**src/hw/rtl/dspwm_pkg.sv**
```systemverilog
`timescale 1ns / 1ps
// ----------------------------------------------------------------------------
// dspwm_pkg
// Shared types and fixed constants for the differential-steer PWM drive.
// ----------------------------------------------------------------------------
package dspwm_pkg;

  // Item kinds carried on the input tuser
  typedef enum logic [1:0] {
    OP_SAMPLE  = 2'd0,
    OP_TICK    = 2'd1,
    OP_RESTART = 2'd2
  } op_t;

  // Motor commands
  typedef enum logic [1:0] {
    MODE_STOP    = 2'd0,
    MODE_FORWARD = 2'd1,
    MODE_REVERSE = 2'd2
  } mode_t;

  // Configuration register indexes
  localparam logic [2:0] CFG_BASE_LEFT      = 3'd0;
  localparam logic [2:0] CFG_BASE_RIGHT     = 3'd1;
  localparam logic [2:0] CFG_STEER_GAIN     = 3'd2;
  localparam logic [2:0] CFG_SPEED_OVERRIDE = 3'd3;
  localparam logic [2:0] CFG_MID_THRESHOLD  = 3'd4;

  // Field widths
  localparam int SAMPLE_W = 10;
  localparam int DUTY_W   = 7;
  localparam int GAIN_W   = 12;
  localparam int LEVEL_W  = 24;   // Q16.8 signed
  localparam int ERR_W    = SAMPLE_W + 1;
  localparam int FRAC_W   = 8;

  // Reset values
  localparam logic [DUTY_W-1:0]   BASE_RESET   = 7'd40;
  localparam logic [GAIN_W-1:0]   GAIN_RESET   = 12'd59;
  localparam logic [SAMPLE_W-1:0] THRESH_RESET = 10'd350;

  // Motor decision constants, Q.8 scaled
  localparam int REV_LEVEL  = 2560;    // 10.0
  localparam int REV_OFFSET = 296960;  // 11.6 * 25600
  localparam int PHASE_MUL  = 25600;   // 100 * 256

endpackage

```
**src/hw/rtl/differential_steer_pwm_drive.sv**
```systemverilog
`timescale 1ns / 1ps
// ----------------------------------------------------------------------------
// differential_steer_pwm_drive
// Two-motor line-follower drive: incremental steering on sensor samples,
// PWM phase counter and per-motor command on ticks, level reload on restarts.
// ----------------------------------------------------------------------------
//
//  channel  | dir | transfer content
//  ---------+-----+---------------------------------------------------------
//  s_axis   | in  | tuser: operation; tdata: sample_left/right/mid
//  m_axis   | out | tdata: left_mode, right_mode, phase (tick items only)
//  cfg      | in  | write-only register port, index + data, no wait
//
//  One item per cycle while s_axis_tready is high. Every item is handled in
//  the cycle it is accepted. The result side has an output register plus a
//  one-entry skid register that takes a tick result while the output stalls,
//  so s_axis_tready is a register bit: it drops only while skid holds a result.
//  rst (synchronous) restores the config defaults, both levels to 40.0,
//  the phase count and error history to zero, and empties the output side.
//
module differential_steer_pwm_drive #(
  parameter int PWM_PERIOD  = 100,
  parameter int SENSOR_BITS = 10
) (
  input  logic        clk,
  input  logic        rst,
  // input stream
  input  logic        s_axis_tvalid,
  output logic        s_axis_tready,
  input  logic [31:0] s_axis_tdata,   // [9:0] sample_left, [19:10] sample_right,
                                      // [29:20] sample_mid, [31:30] zero
  input  logic [1:0]  s_axis_tuser,   // [1:0] operation
  // result stream
  output logic        m_axis_tvalid,
  input  logic        m_axis_tready,
  output logic [15:0] m_axis_tdata,   // [1:0] left_mode, [3:2] right_mode,
                                      // [10:4] phase, [15:11] zero
  // configuration
  input  logic        cfg_we,
  input  logic [2:0]  cfg_index,
  input  logic [11:0] cfg_data
);
  import dspwm_pkg::*;

  // Phase counter holds 0..PWM_PERIOD
  localparam int PH_W  = $clog2(PWM_PERIOD + 1);
  localparam int CMP_W = (PH_W > DUTY_W) ? PH_W : DUTY_W;
  // Width for the reverse-duty compare: 16*level and p*25600 both fit
  localparam int MW    = 31;
  localparam int SB_USE = (SENSOR_BITS < SAMPLE_W) ? SENSOR_BITS : SAMPLE_W;
  localparam logic [SAMPLE_W-1:0] SAMPLE_MASK = ~({SAMPLE_W{1'b1}} << SB_USE);
  localparam logic [PH_W-1:0] PERIOD = PH_W'(PWM_PERIOD);
  localparam int RES_W = 2 + 2 + DUTY_W;

  // Configuration registers
  logic [DUTY_W-1:0]   base_left, base_right, speed_override;
  logic [GAIN_W-1:0]   steer_gain;
  logic [SAMPLE_W-1:0] mid_threshold;

  // Drive state
  logic signed [ERR_W-1:0]   prev_error, prev_error_next;
  logic signed [LEVEL_W-1:0] left_level, left_level_next;
  logic signed [LEVEL_W-1:0] right_level, right_level_next;
  logic [PH_W-1:0]           phase_count, phase_count_next;
  logic                      mid_flag, mid_flag_next;

  // Output register and skid entry
  logic [RES_W-1:0] out_data, skid_data;
  logic             out_valid, skid_valid;

  logic       in_xfer;
  op_t        op;
  logic       res_new;
  logic [RES_W-1:0] res_data;

  // Sample datapath
  logic [SAMPLE_W-1:0]       sl, sr, sm;
  logic signed [ERR_W-1:0]   err;
  logic signed [ERR_W:0]     derr;
  logic signed [LEVEL_W-1:0] step;
  logic signed [LEVEL_W-1:0] half;
  logic signed [LEVEL_W:0]   left_sum, right_sum;

  // Tick datapath
  logic [PH_W-1:0] p;
  logic            ovr_on;
  mode_t           lmode, rmode;

  assign in_xfer       = s_axis_tvalid && s_axis_tready;
  assign s_axis_tready = !skid_valid;
  assign op            = op_t'(s_axis_tuser);

  // ---- configuration writes ----
  always_ff @(posedge clk) begin
    if (rst) begin
      base_left      <= BASE_RESET;
      base_right     <= BASE_RESET;
      steer_gain     <= GAIN_RESET;
      speed_override <= '0;
      mid_threshold  <= THRESH_RESET;
    end else if (cfg_we) begin
      case (cfg_index)
        CFG_BASE_LEFT:      base_left      <= cfg_data[DUTY_W-1:0];
        CFG_BASE_RIGHT:     base_right     <= cfg_data[DUTY_W-1:0];
        CFG_STEER_GAIN:     steer_gain     <= cfg_data[GAIN_W-1:0];
        CFG_SPEED_OVERRIDE: speed_override <= cfg_data[DUTY_W-1:0];
        CFG_MID_THRESHOLD:  mid_threshold  <= cfg_data[SAMPLE_W-1:0];
        default: ;
      endcase
    end
  end

  // ---- steering update ----
  // step = gain * (err - prev_error) is exact in 24 bits signed;
  // half = floor(step / 2) is an arithmetic shift.
  assign sl   = s_axis_tdata[SAMPLE_W-1:0] & SAMPLE_MASK;
  assign sr   = s_axis_tdata[2*SAMPLE_W-1:SAMPLE_W] & SAMPLE_MASK;
  assign sm   = s_axis_tdata[3*SAMPLE_W-1:2*SAMPLE_W] & SAMPLE_MASK;
  assign err  = $signed({1'b0, sl}) - $signed({1'b0, sr});
  assign derr = $signed({err[ERR_W-1], err}) - $signed({prev_error[ERR_W-1], prev_error});
  assign step = $signed({{(LEVEL_W-GAIN_W){1'b0}}, steer_gain})
              * $signed({{(LEVEL_W-ERR_W-1){derr[ERR_W]}}, derr});
  assign half = step >>> 1;
  assign left_sum  = $signed({left_level[LEVEL_W-1], left_level})
                   - $signed({half[LEVEL_W-1], half});
  assign right_sum = $signed({right_level[LEVEL_W-1], right_level})
                   + $signed({half[LEVEL_W-1], half});

  function automatic logic signed [LEVEL_W-1:0] sat_level(
    input logic signed [LEVEL_W:0] v
  );
    logic signed [LEVEL_W-1:0] r;
    if (v[LEVEL_W] != v[LEVEL_W-1]) begin
      r = v[LEVEL_W] ? {1'b1, {(LEVEL_W-1){1'b0}}} : {1'b0, {(LEVEL_W-1){1'b1}}};
    end else begin
      r = v[LEVEL_W-1:0];
    end
    return r;
  endfunction

  // ---- motor decision ----
  // Below 10.0: reverse while p*25600 < 296960 - 16*L.
  // At or above 10.0: forward while p*256 < L.
  function automatic mode_t motor_mode(
    input logic [PH_W-1:0]           ph,
    input logic signed [LEVEL_W-1:0] lv
  );
    logic signed [MW-1:0] ph_x, lv_x, lhs, rhs;
    mode_t m;
    ph_x = $signed(MW'(ph));
    lv_x = {{(MW-LEVEL_W){lv[LEVEL_W-1]}}, lv};
    m    = MODE_STOP;
    if (lv_x < MW'(REV_LEVEL)) begin
      lhs = ph_x * MW'(PHASE_MUL);
      rhs = $signed(MW'(REV_OFFSET)) - (lv_x <<< 4);
      if (lhs < rhs) m = MODE_REVERSE;
    end else begin
      if ((ph_x <<< FRAC_W) < lv_x) m = MODE_FORWARD;
    end
    return m;
  endfunction

  assign p      = (phase_count >= PERIOD) ? '0 : phase_count;
  assign ovr_on = (speed_override != '0) && mid_flag;

  always_comb begin
    if (ovr_on) begin
      lmode = (CMP_W'(p) < CMP_W'(speed_override)) ? MODE_FORWARD : MODE_STOP;
      rmode = lmode;
    end else begin
      lmode = motor_mode(p, left_level);
      rmode = motor_mode(p, right_level);
    end
  end

  assign res_data = {DUTY_W'(p), rmode, lmode};

  // ---- item dispatch ----
  always_comb begin
    prev_error_next  = prev_error;
    left_level_next  = left_level;
    right_level_next = right_level;
    phase_count_next = phase_count;
    mid_flag_next    = mid_flag;
    res_new          = 1'b0;
    if (in_xfer) begin
      case (op)
        OP_SAMPLE: begin
          prev_error_next  = err;
          left_level_next  = sat_level(left_sum);
          right_level_next = sat_level(right_sum);
          mid_flag_next    = sm > mid_threshold;
        end
        OP_TICK: begin
          phase_count_next = p + PH_W'(1);
          res_new          = 1'b1;
        end
        OP_RESTART: begin
          left_level_next  = $signed(LEVEL_W'({base_left, {FRAC_W{1'b0}}}));
          right_level_next = $signed(LEVEL_W'({base_right, {FRAC_W{1'b0}}}));
          prev_error_next  = '0;
        end
        default: ;  // unused code: no effect
      endcase
    end
  end

  always_ff @(posedge clk) begin
    if (rst) begin
      prev_error  <= '0;
      left_level  <= $signed(LEVEL_W'({BASE_RESET, {FRAC_W{1'b0}}}));
      right_level <= $signed(LEVEL_W'({BASE_RESET, {FRAC_W{1'b0}}}));
      phase_count <= '0;
      mid_flag    <= 1'b0;
    end else begin
      prev_error  <= prev_error_next;
      left_level  <= left_level_next;
      right_level <= right_level_next;
      phase_count <= phase_count_next;
      mid_flag    <= mid_flag_next;
    end
  end

  // ---- result output: output register + skid entry ----
  // Skid fills only when the output register holds and a new result arrives.
  always_ff @(posedge clk) begin
    if (rst) begin
      out_valid  <= 1'b0;
      skid_valid <= 1'b0;
    end else if (!out_valid || m_axis_tready) begin
      if (skid_valid) begin
        out_valid  <= 1'b1;
        skid_valid <= 1'b0;
      end else begin
        out_valid  <= res_new;
      end
    end else if (res_new) begin
      skid_valid <= 1'b1;
    end
  end

  always_ff @(posedge clk) begin
    if (!out_valid || m_axis_tready) begin
      out_data <= skid_valid ? skid_data : res_data;
    end else if (res_new) begin
      skid_data <= res_data;
    end
  end

  assign m_axis_tvalid = out_valid;
  assign m_axis_tdata  = {{(16-RES_W){1'b0}}, out_data};

endmodule
```
**config.mk**
```make
export PLATFORM = sky130hd
export DESIGN_NAME = differential_steer_pwm_drive
export DESIGN_NICKNAME = d
export VERILOG_FILES = /design/src/hw/rtl/dspwm_pkg.sv /design/src/hw/rtl/differential_steer_pwm_drive.sv
export SDC_FILE = /design/constraint.sdc
export NUM_CORES = 1
export LEC_CHECK = 0
export BUFFER_PORTS_ARGS = -buffer_cell sky130_fd_sc_hd__buf_2
export CAP_MARGIN = 20
export CORE_MARGIN = 5
export CORE_UTILIZATION = 45
export CTS_CLUSTER_SIZE = 25
export DETAILED_ROUTE_END_ITERATION = 16
export GPL_TIMING_DRIVEN = 0
export PLACE_DENSITY = 0.59
export SETUP_SLACK_MARGIN = 0.2
export SYNTH_ARGS = -nofsm -noshare
export SYNTH_HDL_FRONTEND = slang
export SYNTH_SLANG_ARGS = --single-unit
```
**constraint.sdc**
```tcl
create_clock -name clk -period 24.1 [get_ports clk]
set_input_delay 2.41 -clock clk [delete_from_list [all_inputs] [get_ports clk]]
set_output_delay 2.41 -clock clk [all_outputs]
set_load 0.05 [all_outputs]
```
=== Word level (Yosys, flattened, before mapping) ===
Cells that the tools add are included.

* Memory bits (read-only): 0
* Memories kept: 0
* Input port bits: 54
* Bits in latches: 0
* Register bits after elaboration: 134
* Output and inout bits: 18
* RAM bits: 0
* Word-level logic and storage cells: 81

* Equal/unequal tests: 8
* Order comparisons: 9
* $add $sub $neg: 7
* Div/mod/pow operators: 0
* Multiply operators: 2
* Reduce and logical (&&, ||, !) cells: 19
* Muxes and demuxes: 21
* Bitwise gates (word level): 1
* Shifts and indexed selects: 0

{| class="wikitable"
|+ Operator list
! cell !! number
|-
| 24-bit 2-to-1 mux || 4
|-
| 24-bit case mux with 2 select lines || 2
|-
| 23-bit by 29-bit less-than comparator with 1-bit output || 2
|-
| 20-bit by 28-bit subtractor with 29-bit output (first input constant) || 2
|-
| 16-bit by 24-bit less-than comparator with 1-bit output || 2
|-
| 24-bit by 13-bit less-than comparator with 1-bit output (second input constant) || 2
|-
| 24-bit by 23-bit adder with 25-bit output || 1
|-
| 24-bit by 23-bit subtractor with 25-bit output || 1
|-
| 13-bit by 12-bit multiplier with 24-bit output || 1
|-
| 11-bit case mux with 2 select lines || 1
|-
| 2-bit AND reduction || 9
|-
| 7-bit by 5-bit multiplier with 12-bit output (second input constant) || 1
|-
| 2-bit 2-to-1 mux || 6
|-
| 11-bit by 11-bit subtractor with 12-bit output || 1
|-
| 11-bit 2-to-1 mux || 1
|-
| 10-bit by 10-bit subtractor with 11-bit output || 1
|-
| 10-bit > comparator || 1
|-
| 7-bit by 1-bit adder with 7-bit output (second input constant) || 1
|-
| 7-bit greater-or-equal comparator (second input constant) || 1
|-
| 7-bit less-than comparator || 1
|-
| 7-bit 2-to-1 mux || 1
|-
| 7-bit nonzero test || 1
|-
| 3-bit by 2-bit equality test with 1-bit output (second input constant) || 2
|-
| 1-bit 2-to-1 mux || 6
|-
| other kinds (13) || 16
|}

=== Longest topological paths before layout ===
Gate-level depths: netlist (run 1).

* Depth in word-level cells: 8
* Depth in mapped cells: 51
* Mapped depth without buffers: 49

=== Least setup slack after synthesis (run 1) ===
OpenSTA, ideal clock, no wires.

* Path type: input -> register
* From: input port s_axis_tdata[0]
* To: register left_level[12]
* Library setup time: 0.095 ns
* Path slack: 11.733 ns
* Data required time: 24.005 ns
* Stages: 48
* Data arrival time: 12.272 ns
* Path buffers: 1
* Cells stage by stage: inv_1 ha_1 fa_1 nor2b_1 o21ai_0 a21boi_0 o21ai_0 a21boi_0 o21ai_0 a21boi_0 nor2_1 ha_1 o2111ai_1 o21ai_0 a21oi_1 a21oi_1 clkbuf_1 nor2_1 (+12 left out) a31oi_1 a21oi_1 nand2b_1 o21ai_0 or2_2 a21oi_1 xor2_1 ha_1 a21o_1 a21o_1 a211o_1 a21o_1 a31oi_1 nand3b_1 mux2i_1 nor3_2 a22oi_1 a221oi_1

* Longest elaborated chain between the ends: 7
* Elaborated cells on any way between the ends: 8
* Classes of those cells: 3 x add/sub; 1 x mul; 1 x eq/ne; 3 x mux

{| class="wikitable"
|+ Ends and longest elaborated chain
! what !! RTL line !! text
|-
| start, declared || differential_steer_pwm_drive.sv:30 || <nowiki>input logic [31:0] s_axis_tdata,</nowiki>
|-
| 10-bit by 10-bit subtractor with 11-bit output (*) || differential_steer_pwm_drive.sv:119 || <nowiki>assign err = $signed({1'b0, sl}) - $signed({1'b0, sr});</nowiki>
|-
| 11-bit by 11-bit subtractor with 12-bit output (*) || differential_steer_pwm_drive.sv:120 || <nowiki>assign derr = $signed({err[ERR_W-1], err}) - $signed({prev_error[ERR_W-1], prev_error});</nowiki>
|-
| 13-bit by 12-bit multiplier with 24-bit output (*) || differential_steer_pwm_drive.sv:122 || <nowiki>* $signed({{(LEVEL_W-ERR_W-1){derr[ERR_W]}}, derr});</nowiki>
|-
| 24-bit by 23-bit subtractor with 25-bit output (*) || differential_steer_pwm_drive.sv:125 || <nowiki>- $signed({half[LEVEL_W-1], half});</nowiki>
|-
| 24-bit 2-to-1 mux / 1-bit != test (equally long branches) || differential_steer_pwm_drive.sv:134, differential_steer_pwm_drive.sv:133 ||
|-
| 24-bit 2-to-1 mux (*) || differential_steer_pwm_drive.sv:133 || <nowiki>if (v[LEVEL_W] != v[LEVEL_W-1]) begin</nowiki>
|-
| 24-bit case mux with 2 select lines (*) || differential_steer_pwm_drive.sv:187 || <nowiki>case (op)</nowiki>
|-
| end signal, assigned || differential_steer_pwm_drive.sv:211 || <nowiki>left_level <= $signed(LEVEL_W'({BASE_RESET, {FRAC_W{1'b0}}}));</nowiki>
|-
| end signal, assigned || differential_steer_pwm_drive.sv:217 || <nowiki>left_level <= left_level_next;</nowiki>
|-
| end, declared || differential_steer_pwm_drive.sv:62 || <nowiki>logic signed [LEVEL_W-1:0] left_level, left_level_next;</nowiki>
|}

Mark *: on every way between the ends. The rest lies on a longest branch, timed or not.
A chain may end at the register's enable or synchronous reset.

=== Final worst setup path (run 1) ===
* From: input port s_axis_tdata[0]
* To: register left_level[1]

The elaborated chain is that of the path after synthesis.

==> results of run 1 <==
## final cells by class
type | count | area share (%)
sequential | 134 | 16.5
clock buffer | 17 | 2.42
clock inverter | 15 | 0.941
inverter | 280 | 5.99
buffer | 64 | 1.48
antenna | 2 | 0.0285
multi-input combinational | 1532 | 67.5
tap | 461 | 3.29
timing repair buffer | 64 | 1.82
## sequential cells by signal, indices dropped and copies added, names as in the netlist
register        flops
out_data           11
m_axis_tvalid       1
mid_flag            1
skid_valid          1
phase_count         7
base_right          7
mid_threshold      10
base_left           7
prev_error         11
skid_data          11
steer_gain         12
speed_override      7
left_level         24
right_level        24
## cells in the final DEF (no fill, tap or decap), types with 42 or more instances in the layout
cell type,count
nand2_1,231
buf_2,65
inv_1,279
o21ai_0,111
ha_1,222
dfxtp_1,112
and2_1,45
fa_1,107
a21o_1,42
a21oi_1,134
xnor2_1,72
nor2_1,148
clkbuf_1,56
## stage by stage
step / setup slack, ps / hold slack [ps]
finish: 9820 / 455
CTS: 9910 / 458
global placement: 9750 / 442
global route: 8820 / 482
floorplan: 11730 / 432
detailed placement: 9620 / 449
## logic make-up after synthesis
kind of cell | share of synthesized area, %
simple gates | 19.2
compound gates | 17.0
buf+inv | 8.17
fa+ha+maj | 30.7
flops | 18.1
xor+xnor | 5.29
mux | 1.50
other cells | 0.0234
## worst min path at each step
| stage | endpoint | slack, ps | startpoint |
|---|---|---|---|
| 5_1_grt | base_left[1]$_SDFFE_PP0P_ | 480 | base_left[1]$_SDFFE_PP0P_ |
| 4_1_cts | mid_threshold[9]$_SDFFE_PP0P_ | 460 | mid_threshold[9]$_SDFFE_PP0P_ |
| 6_report | mid_threshold[9]$_SDFFE_PP0P_ | 450 | mid_threshold[9]$_SDFFE_PP0P_ |
| 2_1_floorplan | phase_count[1]$_SDFFE_PP0P_ | 430 | phase_count[1]$_SDFFE_PP0P_ |
| 3_5_place_dp | mid_threshold[9]$_SDFFE_PP0P_ | 450 | mid_threshold[9]$_SDFFE_PP0P_ |
| 3_3_place_gp | phase_count[1]$_SDFFE_PP0P_ | 440 | phase_count[1]$_SDFFE_PP0P_ |
## worst max-delay path: cells and delay by family
family / cells / cell delay (ps)
XOR/XNOR: 1 / 190
multiplexers: 1 / 120
buffers and inverters: 7 / 840
AO/OA/AOI/OAI: 21 / 4730
AND/OR/NAND/NOR: 9 / 1920
adder cells (fa/ha/maj): 10 / 4400
## layer usage
| metal | vias to the layer above | wire [um] |
|---|---|---|
| met5 | - | 0 |
| met4 | 0 | 1120 |
| met3 | 64 | 2310 |
| met2 | 345 | 20900 |
| met1 | 6663 | 21900 |
| li1 | 6940 | - |
==> metrics.md, run 1 <==
| Metric | Value |
|---|---|
| Met3 usage | `3.32%` |
| Post-synth top area cell | `ha_1` |
| Worst Tran Pin Value | `973 ps` |
| Via Count | `14,000` |
| Initial cell density of the core | `45.3%` |
| Asr flop ratio synth | `0%` |
| Clk_skew | `15.0 ps` |
| CTS hold repair buffers | `0` |
| Post-CTS Resized | `0` |
| Mean Syn Cell Area | `8.00 um^2` |
| Outcome | `finished, final reports clean` |
| Critical Path Max Stage Delay | `590 ps` |
| Synth top cells by count | `inv_1 (279), nand2_1 (231), ha_1 (222), nor2_1 (148), a21oi_1 (134)` |
| GR peak layer | `met2` |
| Non-Filler Instances | `2,569` |
| Sequential-to-total area share from yosys stat | `18.1%` |
| Die Width | `199 um` |
| Final routed DRC violation total | `0` |
| RSZ-0062 raised after global routing | `false` |
| Final core utilization | `49.6%` |
| Clock buffer depth | `2` |
| Fill count | `3,485` |
| Final wirelength | `46.3 mm` |
| Port buffer count | `64` |
| CP Data Arrival Time | `14,640 ps` |
| Reg2reg start | `prev_error[0]$_SDFFE_PP0P_` |
| Clock sink count | `134` |
| Worst setup SP type | `input pin` |
| Post-Place Cells | `2,535` |
| Fmax | `70.0 MHz` |
| Die Height | `199 um` |
| Hold Violations, Final | `0` |
| EDFF count, synth | `22` |
| Tcrit/Tclk final | `59.2%` |
| First-pass GRT wire length | `73.1 mm` |
| CP max FO | `10` |
| Met2 global-route usage | `38.0%` |
| Synth area leaders | `ha_1 (17%), dfxtp_1 (14%), fa_1 (13%), inv_1 (6.5%), nand2_1 (5.4%)` |
| Worst EP required | `24,460 ps` |
| Reg2reg end | `left_level[1]$_SDFFE_PP0P_` |
| Clock Pin Slew Worst Setup and Hold Paths | `70 ps` |
| Final #Nets | `2,476` |
| # H-tree levels | `4` |
| Post-placement cell area | `17,000 um^2` |
| Worst setup endpoint | `left_level[1]$_SDFFE_PP0P_` |
| ANT nets after route | `0` |
| Initial drt markers | `790` |
| Setup slack, reg-to-reg | `12,940 ps` |
| HPWL after DPL | `37.8 mm` |
| Post-synth top area share | `17.3%` |
| Met1 Resource Use GR | `32.9%` |
| Count leader, synth | `inv_1` |
| Total GRT Usage | `23.5%` |
| Total grt overflow | `0` |
| Die ar. | `39,500 um^2` |
| Core ar. | `35,400 um^2` |
| IO Count | `72` |
| Storage element area | `2900 um^2` |
| Worst r2r path cells | `43` |
| Largest net degree at the start of global routing | `17` |
| # setup viols final | `0` |
| Vias in the first global route | `13,600` |
| Yosys warnings | `0` |
| Minimum clock period | `14,280 ps` |
| Relative slew slack | `34.3%` |
| Post-route cell area | `17,600 um^2` |
| Share of cells above drive strength 1 | `6.46%` |
| Top FF cell, synth | `dfxtp_1` |
| CTS Root Cell | `clkbuf_16` |
| Crit end category | `flip-flop` |
| Setup Fix Bufs, Post-CTS | `0` |
| Core Rows | `69` |
| CP dominant cell by count | `o21ai_0` |
| Synth-to-layout area growth | `9.44%` |
| Num CTS Buffers | `17` |
| Drt pass-1 iters | `7` |
| Multi-input logic area | `11,900 um^2` |
| Worst-skew pair later-pin latency | `450 ps` |
| Hold WC Path Type | `flip-flop to flip-flop` |
| Post-DR vias/cell | `5.45` |
| Hold path cells | `2` |
| Synth unique cells | `73` |
| Setup_tns | `0 ps` |
| Worst-path cell with the longest stage delay | `fa_1` |
| Initial antenna violation count | `0` |
| RD Place Congestion | `0.924` |
| Crit Path Category | `input pin to flip-flop` |
| Number of synthesized register bits | `134` |
| WL per Instance | `18.0 um` |
| Worst Setup SP | `s_axis_tdata[0]` |
| Slew Viols, Final | `0` |
| Mapped Cells | `2,006` |
| Synthesized area | `16,000 um^2` |
| TritonCTS clock tree | `yes` |
| Max Cap Violations | `0` |
Power of run 1 is not shown: default switching activity piles up to over one toggle a cycle in this logic, so the estimate is an artifact.
==> run 2: changes to the inputs <==
--- a/config.mk
+++ b/config.mk
@@ -12,7 +12,7 @@
 export CTS_CLUSTER_SIZE = 25
 export DETAILED_ROUTE_END_ITERATION = 16
 export GPL_TIMING_DRIVEN = 0
-export PLACE_DENSITY = 0.59
+export PLACE_DENSITY = 0.62
 export SETUP_SLACK_MARGIN = 0.2
 export SYNTH_ARGS = -nofsm -noshare
 export SYNTH_HDL_FRONTEND = slang
==> constraint.sdc (replaced) <==
create_clock -name clk -period 12.6 [get_ports clk]
set_input_delay 1.26 -clock clk [delete_from_list [all_inputs] [get_ports clk]]
set_output_delay 1.26 -clock clk [all_outputs]
set_load 0.05 [all_outputs]
==> run 2 against run 1 <==
Effect of this change:
- setup slack got worse by 9000 ps
- via count rose by 2.0%
- non-clock buffer count rose by 5
==> metrics.md, run 2 (same netlist as run 1, synthesis figures left out) <==
| Metric | Value |
|---|---|
| Outcome | `finished, final reports clean` |
| CP max FO | `6` |
| Reg2reg end | `left_level[4]$_SDFFE_PP0P_` |
| Crit-path leading delay family | `adder cells` |
| First-pass GRT wire length | `72.7 mm` |
| Final core utilization | `50.3%` |
| IO Count | `72` |
| TritonCTS clock tree | `yes` |
| Minimum clock period | `11,790 ps` |
| Worst EP required | `12,880 ps` |
| Die Height | `199 um` |
| Multi-input logic area | `12,000 um^2` |
| # H-tree levels | `4` |
| Synth-to-layout area growth | `10.9%` |
| Worst setup endpoint | `left_level[14]$_SDFFE_PP0P_` |
| Stages on worst setup path | `46` |
| Final wirelength | `46.2 mm` |
| Fill count | `3,429` |
| Storage element area | `2900 um^2` |
| Num CTS Buffers | `17` |
| Clock Pin Slew Worst Setup and Hold Paths | `70 ps` |
| CP Data Arrival Time | `12,070 ps` |
| Worst path buffer plus inverter count | `7` |
| RSZ-0062 raised after global routing | `false` |
| Critical Path Max Stage Delay | `580 ps` |
| Tcrit/Tclk final | `93.6%` |
| Clock sink count | `134` |
| RD Place Congestion | `0.928` |
| # setup viols final | `0` |
| Largest net degree at the start of global routing | `17` |
| Die ar. | `39,500 um^2` |
| Most common cell after layout, fill and taps aside | `inv_1` |
| Diode count | `0` |
| HPWL after DPL | `37.7 mm` |
| Drt pass-1 iters | `5` |
| Dpl ws | `-906 ps` |
| Relative slew slack | `27.6%` |
| Reg2reg start | `prev_error[0]$_SDFFE_PP0P_` |
| Crit Path Category | `input pin to flip-flop` |
| Final #Nets | `2,481` |
| Initial cell density of the core | `45.3%` |
| Via Count | `14,300` |
| Max Cap Violations | `0` |
| WL per Instance | `18.0 um` |
| Core ar. | `35,400 um^2` |
| Slew Viols, Final | `0` |
| ANT nets after route | `0` |
| Crit end category | `flip-flop` |
| Clk_skew | `11.4 ps` |
| Total grt overflow | `0` |
| Hold Violations, Final | `0` |
| Share of cells above drive strength 1 | `7.91%` |
| Worst setup SP type | `input pin` |
| Highest-count cells in the layout ignoring fill and taps | `inv_1 (279), nand2_1 (231), ha_1 (221)` |
| Worst Tran Pin Value | `1070 ps` |
| Worst-skew pair later-pin latency | `440 ps` |
| Setup slack, reg-to-reg | `2190 ps` |
| Core Rows | `69` |
| Post-DR vias/cell | `5.56` |
| Final routed DRC violation total | `0` |
| Worst Setup SP | `s_axis_tdata[0]` |
| Clock buffer depth | `2` |
| Worst r2r path cells | `43` |
| Die Width | `199 um` |
| Hold WC Path Type | `flip-flop to flip-flop` |
| Initial antenna violation count | `1` |
| Largest registers | `left_level x24, right_level x24, steer_gain x12` |
| Fmax | `84.8 MHz` |
| Worst setup margin | `810 ps` |
| Total GRT Usage | `23.3%` |
| Initial drt markers | `1,061` |
| CTS Root Cell | `clkbuf_16` |
| Vias in the first global route | `13,700` |
| Port buffer count | `64` |
| Worst-path cell with the longest stage delay | `fa_1` |
| CTS hold repair buffers | `0` |
-- run 2: cell count changes in the layout (fill, tap and decap cells not counted), moves of 4 or more --
cell / delta
a21oi_1: -5
a21oi_2: +5
buf_4: +6
clkbuf_1: -4
clkinvlp_4: +4
inv_6: -4
-- run 2: area by class of cell --
| type | instances | area share [%] |
|---|---|---|
| tap | 461 | 3.24 |
| clock buffer | 19 | 2.55 |
| buffer | 64 | 1.53 |
| sequential | 134 | 16.3 |
| timing repair buffer | 69 | 2.01 |
| inverter | 280 | 5.91 |
| multi-input combinational | 1532 | 67.6 |
| clock inverter | 13 | 0.830 |
-- run 2: worst min path at each step --
stage	from	end	slack, ps	cells past startpoint
after floorplan	phase_count[1]$_SDFFE_PP0P_	phase_count[1]$_SDFFE_PP0P_	430	2
after global placement	phase_count[1]$_SDFFE_PP0P_	phase_count[1]$_SDFFE_PP0P_	440	2
after detailed placement	mid_threshold[5]$_SDFFE_PP0P_	mid_threshold[5]$_SDFFE_PP0P_	450	2
after CTS	mid_threshold[5]$_SDFFE_PP0P_	mid_threshold[5]$_SDFFE_PP0P_	460	2
after global routing	prev_error[2]$_SDFFE_PP0P_	prev_error[2]$_SDFFE_PP0P_	490	2
final	mid_threshold[5]$_SDFFE_PP0P_	mid_threshold[5]$_SDFFE_PP0P_	450	2
-- run 2: worst min-delay path, delay by kind of cell (launching register included) --
| family | cells | cell delay, ps |
|---|---|---|
| simple gates | 1 | 50 |
| compound gates | 1 | 50 |
| flops | 1 | 310 |
-- run 2: metrics by stage --
stage          hold slack, ps  TNS [ps]  cells  cell area, um^2
3_3_place_gp              440    -20440   2535            17000
3_5_place_dp              447    -27070   2535            17000
2_1_floorplan             432         0   2010            16100
5_1_grt                   486         0   2572            17800
4_1_cts                   455         0   2568            17600
6_report                  455         0   2572            17800
-- run 2: what timing repair did --
action,4_1_cts,5_1_grt
gates resized for setup,9,40
pin swaps,1,5
setup endpoints to repair,46,46
buffers inserted,1,4
gates cloned,0,0
-- run 2: metal layers --
metal	global-route usage [%]	part of all wire, %	vias up
met1	32.4	46	6862
met2	38.0	46	410
met3	2.68	5.5	71
li1	-	-	6946
met4	7.47	2.8	0
met5	0	0	-
Power of run 2 is left out for the same reason.
==> run 3: changes to the inputs <==
--- a/config.mk
+++ b/config.mk
@@ -8,11 +8,11 @@
 export BUFFER_PORTS_ARGS = -buffer_cell sky130_fd_sc_hd__buf_2
 export CAP_MARGIN = 20
 export CORE_MARGIN = 5
-export CORE_UTILIZATION = 45
+export CORE_UTILIZATION = 40
 export CTS_CLUSTER_SIZE = 25
 export DETAILED_ROUTE_END_ITERATION = 16
 export GPL_TIMING_DRIVEN = 0
-export PLACE_DENSITY = 0.62
+export PLACE_DENSITY = 0.56
 export SETUP_SLACK_MARGIN = 0.2
 export SYNTH_ARGS = -nofsm -noshare
 export SYNTH_HDL_FRONTEND = slang
==> run 3 against run 2 <==
Effect of this change:
- fmax increased by 0.59%
- routed wire length up 1.9%
- hold slack better by 1.5 ps
- critical path type unchanged
- setup slack improved by 69 ps
- sequential share of layout area is 0.051 points lower
- count of clock-buffer cells in the layout fell by 2
==> metrics.md, run 3 (same netlist as run 1, synthesis figures left out) <==
| Metric | Value |
|---|---|
| Outcome | `finished, final reports clean` |
| CP Data Arrival Time | `12,040 ps` |
| CP max FO | `6` |
| Hold path cells | `2` |
| Fmax | `85.3 MHz` |
| Die Width | `210 um` |
| Num CTS Buffers | `17` |
| Initial drt markers | `1,164` |
| Reg2reg start | `prev_error[0]$_SDFFE_PP0P_` |
| Initial cell density of the core | `40.4%` |
| Total GRT Usage | `21.2%` |
| Most common cell after layout, fill and taps aside | `inv_1` |
| WL per Instance | `17.9 um` |
| Core Rows | `73` |
| Worst setup SP type | `input pin` |
| Non-Filler Instances | `2,637` |
| Final wirelength | `47.1 mm` |
| Diode count | `0` |
| Worst r2r path cells | `41` |
| TritonCTS clock tree | `yes` |
| First-pass GRT wire length | `74.0 mm` |
| Largest net degree at the start of global routing | `17` |
| Hold Startpoint | `phase_count[1]$_SDFFE_PP0P_` |
| Crit end category | `flip-flop` |
| Hold WC Path Type | `flip-flop to flip-flop` |
| Critical Path Max Stage Delay | `590 ps` |
| Die Height | `210 um` |
| Core ar. | `39,700 um^2` |
| Minimum clock period | `11,720 ps` |
| Final #Nets | `2,482` |
| Clk_skew | `30.8 ps` |
| Post-placement cell area | `17,000 um^2` |
| Crit Path Category | `input pin to flip-flop` |
| RD Place Congestion | `0.891` |
| Worst Setup SP | `s_axis_tdata[0]` |
| Worst-path cell with the longest stage delay | `o41ai_2` |
| Total grt overflow | `0` |
| CTS hold repair buffers | `0` |
| Post-route cell area | `17,800 um^2` |
| Final routed DRC violation total | `0` |
| Initial antenna violation count | `1` |
| Clock buffer depth | `2` |
| # H-tree levels | `4` |
| HPWL after DPL | `38.4 mm` |
| Worst Tran Pin Value | `995 ps` |
| Worst-skew pair later-pin latency | `460 ps` |
| Hold Violations, Final | `0` |
| ANT nets after route | `0` |
| Largest registers | `left_level x24, right_level x24, steer_gain x12` |
| Share of cells above drive strength 1 | `8.14%` |
| Clock sink count | `134` |
| IO Count | `72` |
| Drt pass-1 iters | `7` |
| Final core utilization | `44.9%` |
| Synth-to-layout area growth | `11.2%` |
| Highest-count cells in the layout ignoring fill and taps | `inv_1 (279), nand2_1 (231), ha_1 (222)` |
| Slew Viols, Final | `0` |
| CP dominant cell by count | `fa_1` |
| RSZ-0062 raised after global routing | `false` |
| Via Count | `14,100` |
| Clock Pin Slew Worst Setup and Hold Paths | `90 ps` |
| Relative slew slack | `33.4%` |
| Port buffer count | `64` |
| Tcrit/Tclk final | `93.0%` |
| CTS Root Cell | `clkbuf_16` |
| Die ar. | `44,200 um^2` |
| Max Cap Violations | `0` |
| Post-DR vias/cell | `5.35` |
| Setup_tns | `0 ps` |
| Post-Place Cells | `2,599` |
| # setup viols final | `0` |
| Worst EP required | `12,920 ps` |
| Vias in the first global route | `13,600` |
-- run 3: timing repair --
item | CTS | global route
buffers inserted | 1 | 5
cloned | 0 | 0
endpoints found under the setup margin | 46 | 47
resized for setup | 9 | 44
pin swaps | 0 | 7
-- run 3: metal layers --
layer | routed length, um | vias up | GRT usage (%)
met5 | 0 | - | 0
met4 | 1280 | 0 | 6.73
met3 | 2920 | 73 | 3.63
met2 | 21100 | 381 | 33.5
met1 | 21800 | 6700 | 29.6
li1 | - | 6959 | -
-- run 3: critical path: cells and delay by family --
family                     cells  cell delay (ps)
AOI/OAI and AO/OA             20             3660
xor gates and xnor gates       1              200
adders and majority gates     10             4280
buffers and inverters          6              370
muxes                          1              300
and+or+nand+nor                9             1950
-- run 3: layout make-up --
cell class	instances	area [um^2]
Fill cell	3987	21900
Multi-Input combinational cell	1532	12000
Sequential cell	134	2900
Inverter	280	1050
Tap cell	525	657
Clock buffer	17	425
Timing Repair Buffer	70	365
Buffer	64	273
Clock inverter	15	183
-- run 3: final timing paths --
check                                 to  slack, ps
max          left_level[14]$_SDFFE_PP0P_        880
min reg2reg  phase_count[1]$_SDFFE_PP0P_        460
min          phase_count[1]$_SDFFE_PP0P_        460
max reg2reg  left_level[14]$_SDFFE_PP0P_       2320
-- run 3: metrics by stage --
stage / setup slack, ps / hold slack (ps)
after floorplan: 1380 / 432
after global placement: -876 / 441
after detailed placement: -962 / 446
after CTS: 192 / 456
after global routing: 218 / 478
final: 879 / 456
Power of run 3 is left out for the same reason.
